## src/design/epwt_pkg.sv

```systemverilog
// Package for the echo pulse width timer core.
// Holds the command codes, field widths and reset constants.
// No dependencies.
`timescale 1ns / 1ps

package epwt_pkg;

    localparam int unsigned SENSOR_COUNT_DEF = 4;
    localparam int unsigned SENSOR_COUNT_MAX = 16;
    localparam int unsigned IDX_W            = 2;
    localparam int unsigned TIME_W           = 32;
    localparam logic [TIME_W-1:0] TIMEOUT_RESET = 32'd50000;

    typedef enum logic {
        CMD_TRIGGER = 1'b0,
        CMD_ECHO    = 1'b1
    } cmd_t;

endpackage

```

## src/design/echo_pulse_width_timer_core.sv

```systemverilog
// Echo pulse width timer core: per-sensor trigger/echo bookkeeping.
// Depends on epwt_pkg.
`timescale 1ns / 1ps

// Usage:
//   in channel  (in_valid/in_ready): one event item per handshake, either a
//     trigger request or a captured echo edge for one sensor, with timestamp.
//   out channel (out_valid/out_ready): exactly one result item per event,
//     in event order, reporting the sensor's state after the event.
//   cfg channel (cfg_valid/cfg_ready): writes echo_timeout; always ready.
//     Write it only while no event is in flight.
// Path: an accepted event is held in the input register, then its result is
//   offered from the result register.
// Throughput: 1 item per cycle unless stalled. The per-sensor state is read and
//   written in the single stage between the input and result registers, so a
//   following event on the same sensor sees the update with no bubble.
// Stall: while a result waits on out_ready, the input register holds one more
//   event; after that in_ready drops until the result is taken.
// Reset: all sensors idle, no echo, widths zero, echo_timeout = 50000,
//   both registers empty.
module echo_pulse_width_timer_core
    import epwt_pkg::*;
#(
    parameter int unsigned SENSOR_COUNT = SENSOR_COUNT_DEF
)
(
    input  logic              clk,
    input  logic              rst_n,
    input  logic              cfg_valid,
    output logic              cfg_ready,
    input  logic [TIME_W-1:0] cfg_data,
    input  logic              in_valid,
    output logic              in_ready,
    input  logic              command,
    input  logic [IDX_W-1:0]  sensor_index,
    input  logic [TIME_W-1:0] time_value,
    output logic              out_valid,
    input  logic              out_ready,
    output logic [IDX_W-1:0]  sensor_id,
    output logic              fire_trigger,
    output logic [TIME_W-1:0] pulse_width,
    output logic              reading_ready,
    output logic              sensor_status,
    output logic              await_falling
);

    localparam int unsigned SEL_W = (SENSOR_COUNT > 1) ? $clog2(SENSOR_COUNT) : 1;

    logic [TIME_W-1:0] timeout_reg;

    logic              stg_valid_reg;
    cmd_t              stg_cmd_reg;
    logic [IDX_W-1:0]  stg_idx_reg;
    logic [TIME_W-1:0] stg_time_reg;

    logic              meas_reg   [SENSOR_COUNT];
    logic              rise_reg   [SENSOR_COUNT];
    logic [TIME_W-1:0] rtime_reg  [SENSOR_COUNT];
    logic [TIME_W-1:0] trig_reg   [SENSOR_COUNT];
    logic [TIME_W-1:0] width_reg  [SENSOR_COUNT];
    logic              ready_reg  [SENSOR_COUNT];
    logic              status_reg [SENSOR_COUNT];

    logic              out_valid_reg;
    logic [IDX_W-1:0]  out_id_reg;
    logic              out_fire_reg;
    logic [TIME_W-1:0] out_width_reg;
    logic              out_ready_flag_reg;
    logic              out_status_reg;
    logic              out_await_reg;

    logic              advance;
    logic              in_range;
    logic [SEL_W-1:0]  sel;
    logic [TIME_W-1:0] elapsed;
    logic              expired;

    logic              meas_next;
    logic              rise_next;
    logic [TIME_W-1:0] rtime_next;
    logic [TIME_W-1:0] trig_next;
    logic [TIME_W-1:0] width_next;
    logic              ready_next;
    logic              status_next;
    logic              fire_next;

    assign cfg_ready = 1'b1;
    assign advance   = stg_valid_reg && (!out_valid_reg || out_ready);
    assign in_ready  = !stg_valid_reg || advance;

    assign in_range = (32'(stg_idx_reg) < 32'(SENSOR_COUNT));
    assign sel      = SEL_W'(stg_idx_reg);
    assign elapsed  = stg_time_reg - trig_reg[sel];
    assign expired  = elapsed > timeout_reg;

    always_comb
    begin
        meas_next   = meas_reg[sel];
        rise_next   = rise_reg[sel];
        rtime_next  = rtime_reg[sel];
        trig_next   = trig_reg[sel];
        width_next  = width_reg[sel];
        ready_next  = ready_reg[sel];
        status_next = status_reg[sel];
        fire_next   = 1'b0;
        case (stg_cmd_reg)
            CMD_TRIGGER:
            begin
                if (meas_reg[sel] && expired)
                begin
                    width_next  = '0;
                    status_next = 1'b0;
                    rise_next   = 1'b0;
                end
                if (!meas_reg[sel] || expired)
                begin
                    ready_next = 1'b0;
                    trig_next  = stg_time_reg;
                    meas_next  = 1'b1;
                    fire_next  = 1'b1;
                end
            end
            CMD_ECHO:
            begin
                if (meas_reg[sel])
                begin
                    if (!rise_reg[sel])
                    begin
                        rtime_next  = stg_time_reg;
                        rise_next   = 1'b1;
                        status_next = 1'b1;
                    end
                    else
                    begin
                        width_next = stg_time_reg - rtime_reg[sel];
                        ready_next = 1'b1;
                        rise_next  = 1'b0;
                        meas_next  = 1'b0;
                    end
                end
            end
            default:
            begin
                fire_next = 1'b0;
            end
        endcase
    end

    always_ff @(posedge clk or negedge rst_n)
    begin
        if (!rst_n)
        begin
            timeout_reg <= TIMEOUT_RESET;
        end
        else if (cfg_valid && cfg_ready)
        begin
            timeout_reg <= cfg_data;
        end
    end

    always_ff @(posedge clk or negedge rst_n)
    begin
        if (!rst_n)
        begin
            stg_valid_reg <= 1'b0;
        end
        else if (in_ready)
        begin
            stg_valid_reg <= in_valid;
        end
    end

    always_ff @(posedge clk)
    begin
        if (in_valid && in_ready)
        begin
            stg_cmd_reg  <= cmd_t'(command);
            stg_idx_reg  <= sensor_index;
            stg_time_reg <= time_value;
        end
    end

    always_ff @(posedge clk or negedge rst_n)
    begin
        if (!rst_n)
        begin
            for (int k = 0; k < SENSOR_COUNT; k++)
            begin
                meas_reg[k]   <= 1'b0;
                rise_reg[k]   <= 1'b0;
                rtime_reg[k]  <= '0;
                trig_reg[k]   <= '0;
                width_reg[k]  <= '0;
                ready_reg[k]  <= 1'b0;
                status_reg[k] <= 1'b0;
            end
        end
        else if (advance && in_range)
        begin
            meas_reg[sel]   <= meas_next;
            rise_reg[sel]   <= rise_next;
            rtime_reg[sel]  <= rtime_next;
            trig_reg[sel]   <= trig_next;
            width_reg[sel]  <= width_next;
            ready_reg[sel]  <= ready_next;
            status_reg[sel] <= status_next;
        end
    end

    always_ff @(posedge clk or negedge rst_n)
    begin
        if (!rst_n)
        begin
            out_valid_reg <= 1'b0;
        end
        else if (advance)
        begin
            out_valid_reg <= 1'b1;
        end
        else if (out_ready)
        begin
            out_valid_reg <= 1'b0;
        end
    end

    always_ff @(posedge clk)
    begin
        if (advance)
        begin
            out_id_reg         <= stg_idx_reg;
            out_fire_reg       <= in_range && fire_next;
            out_width_reg      <= in_range ? width_next : '0;
            out_ready_flag_reg <= in_range && ready_next;
            out_status_reg     <= in_range && status_next;
            out_await_reg      <= in_range && meas_next && rise_next;
        end
    end

    assign out_valid     = out_valid_reg;
    assign sensor_id     = out_id_reg;
    assign fire_trigger  = out_fire_reg;
    assign pulse_width   = out_width_reg;
    assign reading_ready = out_ready_flag_reg;
    assign sensor_status = out_status_reg;
    assign await_falling = out_await_reg;

endmodule

```

## config.mk

```make
export PLATFORM = sky130hd
export DESIGN_NAME = echo_pulse_width_timer_core
export DESIGN_NICKNAME = d
export VERILOG_FILES = /design/src/design/epwt_pkg.sv /design/src/design/echo_pulse_width_timer_core.sv
export SDC_FILE = /design/constraint.sdc
export NUM_CORES = 1
export LEC_CHECK = 0
export ABC_AREA = 1
export ABC_CLOCK_PERIOD_IN_PS = 10550
export BUFFER_PORTS_ARGS = -buffer_cell sky130_fd_sc_hd__buf_4
export CORE_MARGIN = 1
export CORE_UTILIZATION = 50
export CTS_BUF_LIST = sky130_fd_sc_hd__clkbuf_16
export CTS_CLUSTER_SIZE = 14
export DETAILED_ROUTE_END_ITERATION = 10
export HOLD_SLACK_MARGIN = 0.06
export PLACE_DENSITY = 0.65
export REMOVE_ABC_BUFFERS = 1
export SETUP_SLACK_MARGIN = 0.05
export SKIP_LAST_GASP = 1
export SLEW_MARGIN = 20
export SYNTH_ARGS = -nofsm -noshare
export SYNTH_HDL_FRONTEND = slang
export SYNTH_SLANG_ARGS = --single-unit
```

## constraint.sdc

```tcl
create_clock -name clk -period 10.55 [get_ports clk]
set_clock_uncertainty 0.05 [all_clocks]
set_input_delay 0.5275 -clock clk [delete_from_list [all_inputs] [get_ports clk]]
set_output_delay 0.5275 -clock clk [all_outputs]
set_load 0.1 [all_outputs]
```

Word-level counts from Yosys, hierarchy flattened:

Cells that the tools add are included.
Widths: inputs -> output; s select.

* shifts and indexed selects: 0
* div/mod/pow operators: 0
* add/sub/neg operators: 2
* order comparisons: 3
* multiplexer cells: 59
* bitwise logic cells: 2
* eq/ne operators: 0
* $mul: 0
* reduce and logical (&&, ||, !) cells: 12

Operators by type and width (number)
* $mux 32: 15
* $bwmux 128: 3
* $bmux 32 s2: 3
* $demux 32 s2: 1
* $pmux 32 s2: 1
* $sub 32x32->32: 2
* $gt 32x32->1: 1
* $mux 1: 23
* $bwmux 4: 4
* $bmux 1 s2: 4
* $pmux 1 s2: 4
* $logic_and 1x1->1: 5
* $ge 3x3->1 const B: 1
* $logic_not 1->1: 3
* $logic_or 1x1->1: 3
* $lt 3x1->1 const B: 1
* $not 2->3: 1
* $demux 1 s2: 1
* $reduce_bool 2->1: 1
* $not 1->1: 1

* memories kept: 0
* bits in read-only memories: 0
* bits in latches: 0
* RAM bits: 0
* output and inout port bits: 41
* flip-flop bits (word level): 507
* logic and storage cells: 118
* bits of input ports: 72

Longest topological paths before layout:

* depth in word-level cells: 10
* mapped depth: 35
* gate-level depth less buffers: 32

Worst setup path before layout:

Ideal clock, no wire load.

* kind: register -> register
* from: register stg_idx_reg[0], in the netlist sel[0]
* to: register trig_reg[100] (netlist name)
* required time: 10.382 ns
* data arrival time: 4.778 ns
* stages on the path, launching flop included: 29
* clock period less this slack: 4.946 ns
* path slack: 5.604 ns
* buffers on the path: 3
* library setup time: 0.118 ns
* cells stage by stage: edfxtp_1 > nor2_2 > clkbuf_1 > buf_1 > a22oi_1 > and2_1 > inv_1 > ha_1 > inv_1 > fa_1 > nand3_1 > nand2_1 > a21oi_1 > o21ai_0 > nand3_1 > nand4_1 > xor2_1 > ha_1 > nand2_1 > nor2_1 > nor3b_1 > nand4_1 > nand2_1 > nand2_1 > nand2_1 > buf_2 > nand2_1 > nand3_1 > nand2_1

* cells in the longest elaborated chain, start to end: 10
* elaborated cells on any way between the ends: 19
* those cells by class: 1 x add/sub; 3 x order compare; 11 x mux; 1 x bitwise; 3 x reduce/logical

RTL lines
* start: declaration: RTL line echo_pulse_width_timer_core.sv:53 `logic [IDX_W-1:0] stg_idx_reg;`
* start signal: assignment: RTL line echo_pulse_width_timer_core.sv:178 `stg_idx_reg <= sensor_index;`
* $not 2->3 (not written as such) (*)
* $bmux 32 s2: RTL line echo_pulse_width_timer_core.sv:93, echo_pulse_width_timer_core.sv:101
* $mux 32 (not written as such) (2 in a row): RTL line echo_pulse_width_timer_core.sv:93, echo_pulse_width_timer_core.sv:101
* $sub 32x32->32: RTL line echo_pulse_width_timer_core.sv:93 `assign elapsed = stg_time_reg - trig_reg[sel];`
* $gt 32x32->1: RTL line echo_pulse_width_timer_core.sv:94 `assign expired = elapsed > timeout_reg;`
* $logic_or 1x1->1: RTL line echo_pulse_width_timer_core.sv:115 `if (!meas_reg[sel] || expired)`
* $mux 32: RTL line echo_pulse_width_timer_core.sv:115
* $mux 32: RTL line echo_pulse_width_timer_core.sv:106 `case (stg_cmd_reg)`
* $bwmux 128 (*): RTL line echo_pulse_width_timer_core.sv:203 `trig_reg[sel] <= trig_next;`
* end signal: indexed assignment: RTL line echo_pulse_width_timer_core.sv:203
* end: declaration: RTL line echo_pulse_width_timer_core.sv:59 `logic [TIME_W-1:0] trig_reg [SENSOR_COUNT];`

Mark *: on every way between the ends. The rest lies on a longest branch, timed or not. The select of a mux whose other input is x is not followed.
A chain may end at the register's enable or synchronous reset.

Final worst setup path:

* from: register stg_idx_reg[0], in the netlist sel[0]
* to: register out_ready_flag_reg, in the netlist reading_ready (data pin)

* cells in the longest elaborated chain, start to end: 9
* elaborated cells on any way between the ends: 21
* those cells by class: 1 x add/sub; 1 x order compare; 16 x mux; 1 x bitwise; 2 x reduce/logical

RTL lines
* $not 2->3 (not written as such) (*)
* $bmux 32 s2: RTL line echo_pulse_width_timer_core.sv:93
* $mux 32 (not written as such) (2 in a row): RTL line echo_pulse_width_timer_core.sv:93
* $sub 32x32->32: RTL line echo_pulse_width_timer_core.sv:93
* $gt 32x32->1: RTL line echo_pulse_width_timer_core.sv:94
* $logic_or 1x1->1: RTL line echo_pulse_width_timer_core.sv:115
* $mux 1: RTL line echo_pulse_width_timer_core.sv:115
* $pmux 1 s2 (*): RTL line echo_pulse_width_timer_core.sv:106
* via ready_next: RTL line echo_pulse_width_timer_core.sv:83 `logic ready_next;`
* end signal: assignment: RTL line echo_pulse_width_timer_core.sv:233 `out_ready_flag_reg <= in_range && ready_next;`
* end: declaration: RTL line echo_pulse_width_timer_core.sv:68 `logic out_ready_flag_reg;`

Mark *: on every way through the listed nets, which the timed path passes. The rest lies on a longest branch. The select of a mux whose other input is x is not followed.

==> run summary <==
Cell Rows = 83
die area = 53800 um^2
Starting Density = 51.0%
# port buffers = 111
initial antenna violation count = 0
Placed Area = 27800 um^2
syn avg cell area = 8.00 um^2
CP max stage cell = nand2_1
wire per inst = 19.4 um
slowest cell delay on critical path = 550 ps
reg2reg start = sel[0]$_DFFE_PP_
Hold Crit Class = in2reg
Synth cell types = 44
peak supply drop = 0.153 mV
post-layout net count = 3562
All-Layer GR Usage = 29.8%
share of cells above drive strength 1 = 6.78%
fin. max-slew vios = 0
Synth Register Bits = 507
storage element area = 13100 um^2
Pwr Density = 272 nW/um^2
CTS Buffer Depth = 3
Hold EP = timeout_reg[26]$_DFFE_PN0P_
Crit Path Class = reg2reg
unrepaired setup endpoints after global routing = false
remaining routing DRC violations = 0
aggregate global routing overflow = 0
Arrival @ worst endpoint = 7530 ps
max_cap viols = 0
Reg2Reg Setup Slack = 3340 ps
first-pass GRT wire length = 127 mm
max frequency = 0.139 GHz
CP max FO = 83
most used cell, CP = nand2_1
required time of the critical path = 10870 ps
fin crit period = 7210 ps
Final WS setup = 3340 ps
vias post-DR = 23.7k
Mapped Cells = 3308
Core ar. = 51800 um^2
Post-synth EDFFs = 73
# Post-CTS Setup Buffers = 0
final antenna-violating net count = 0
clock latency on the worst-skew pair = 620 ps
# fillers = 4593
area of the multi-input gates = 12000 um^2
post-DP HPWL = 48.9 mm
worst hold path cell count = 3
Setup WS pre-CTS = 3580 ps
TritonRoute pass-1 iters = 6
Final Wtd Congestion = 0.920
Final Setup Violations = 0
Die W = 232 um
clk sink count = 507
Top FF cell, synth = dfrtp_1
startpoint types = flop
worst r2r path cells = 27
via-per-instance ratio = 5.77
FFs w/ async S/R, synth = 85.6%
hold wc startpoint = cfg_data[26]
number of global-route vias before repair = 23.0k
Finished Cell Area = 30000 um^2
total wire length after detailed routing = 79.8 mm
Post-Syn Area = 26500 um^2
Seq/Total Area, Yosys = 49.4%
clk root buf = clkbuf_16
diodes inserted = 0
worst reg2reg path endpoint = reading_ready$_DFFE_PP_
chip height = 232 um
Total Neg Setup Slack = 0 ps
Warnings, synthesis = 0
Slew headroom = 27.6%
actual slew at the worst max-slew pin = 1090 ps
largest net degree at the start of global routing = 142
CTS clk-pin slew, worst paths = 60 ps
run status = finished, final reports clean
Synth-to-Final Area Change = 13.2%
IO Pins = 113
Final Cycle Share = 68.4%
TritonCTS clock tree = yes
number of buffers created by CTS = 55
drt initial violations = 2209
leak pwr = 0.0153 uW
Worst Setup End Kind = flop
Final Hold Viols = 0
H-tree levels = 2
worst hold slack = 79.3 ps
worst max path at each step:
stage,from,end,slack [ps]
2_1_floorplan,sel[0]$_DFFE_PP_,ready_reg[3]$_DFFE_PN0P_,2530
3_3_place_gp,sel[0]$_DFFE_PP_,reading_ready$_DFFE_PP_,3770
3_5_place_dp,sel[0]$_DFFE_PP_,reading_ready$_DFFE_PP_,3580
4_1_cts,sel[0]$_DFFE_PP_,trig_reg[17]$_DFFE_PN0P_,3460
5_1_grt,sel[0]$_DFFE_PP_,trig_reg[113]$_DFFE_PN0P_,2890
6_report,sel[0]$_DFFE_PP_,reading_ready$_DFFE_PP_,3340
synthesized netlist by cell type, types with 2 or more instances:
cell type / number / area [um^2]
inv_1: 205 / 769
a21boi_0: 3 / 22.5
xor2_1: 30 / 263
nor2_2: 2 / 12.5
buf_4: 2 / 15.0
ha_1: 96 / 1200
nand2_1: 1331 / 5000
a221oi_1: 88 / 771
inv_2: 7 / 26.3
a21oi_1: 104 / 521
a21o_1: 11 / 82.6
buf_1: 15 / 56.3
o221ai_1: 2 / 17.5
clkinv_1: 3 / 11.3
a22oi_1: 13 / 97.6
o21bai_1: 8 / 60.1
xnor2_1: 10 / 87.6
buf_2: 9 / 45.0
dfrtp_1: 428 / 10700
nor2_1: 114 / 428
o21a_1: 3 / 22.5
a31oi_1: 7 / 43.8
nand4_1: 11 / 68.8
o21ai_1: 34 / 170
nor3_1: 13 / 65.1
nand3b_1: 5 / 37.5
dfstp_2: 6 / 158
o211ai_1: 7 / 52.6
edfxtp_1: 73 / 2190
clkbuf_1: 140 / 526
a22o_1: 60 / 526
fa_1: 2 / 40.0
o21ai_0: 210 / 1050
nand3_1: 246 / 1230
metrics by stage:
stage          utilization [%]  std cells  power [uW]
2_1_floorplan                -       3142        5380
3_3_place_gp              53.7       3960        6270
3_5_place_dp              53.7       3960        6380
4_1_cts                   57.8       4117        8150
5_1_grt                   57.8       4117        8740
6_report                  57.8       4117        8150
layout by cell type (no fill, tap or decap), drive strengths merged, types with 73 or more instances in the layout:
cell,n
ha,96
nand2,1332
o21ai,245
nor2,116
a221oi,88
nand3,246
inv,234
buf,138
edfxtp,73
dfrtp,428
a21oi,104
area by class of cell:
type,instances,share of cell area [%]
repair buffers,193,5.49
well taps,680,2.84
flip-flops and latches,507,43.6
clock buffers,55,4.60
clock inverters,47,0.660
inverters,215,2.77
multi-input cells,2420,40.0
critical path, delay by kind of cell (launching register included):
kind	cells	cell delay [ps]
AND/OR/NAND/NOR	12	2140
AO/OA/AOI/OAI	8	1910
buffers and inverters	5	1590
adder cells (fa/ha/maj)	2	680
flip-flops	1	500
layer usage:
metal,vias to the layer above,global-route usage (%),part of all wire (%),wire length [um]
met1,11543,42.4,45,35500
li1,11127,-,-,-
met5,-,0,0,0
met4,0,9.09,2.6,2040
met2,943,47.6,46,36700
met3,136,3.70,6.9,5530
power by group:
group,switching (uW),total [uW],internal [uW]
Clock,794,1730,937
Sequential,365,3020,2650
Combinational,2290,3400,1110
Total,3450,8150,4700
cell families after synthesis:
group	count (synthesis)	share of synthesized area, %
other	1	0.0142
xor gates and xnor gates	40	1.32
AOI/OAI and AO/OA	553	13.1
muxes	1	0.0426
adders and majority gates	98	4.69
buffers and inverters	381	5.48
DFF	507	49.4
and+or+nand+nor	1727	26.0
what timing repair did:
action,CTS,global route
resized for setup,0,0
hold endpoints to repair,135,0
hold buffers,55,0
(Power assumes the default switching activity.)
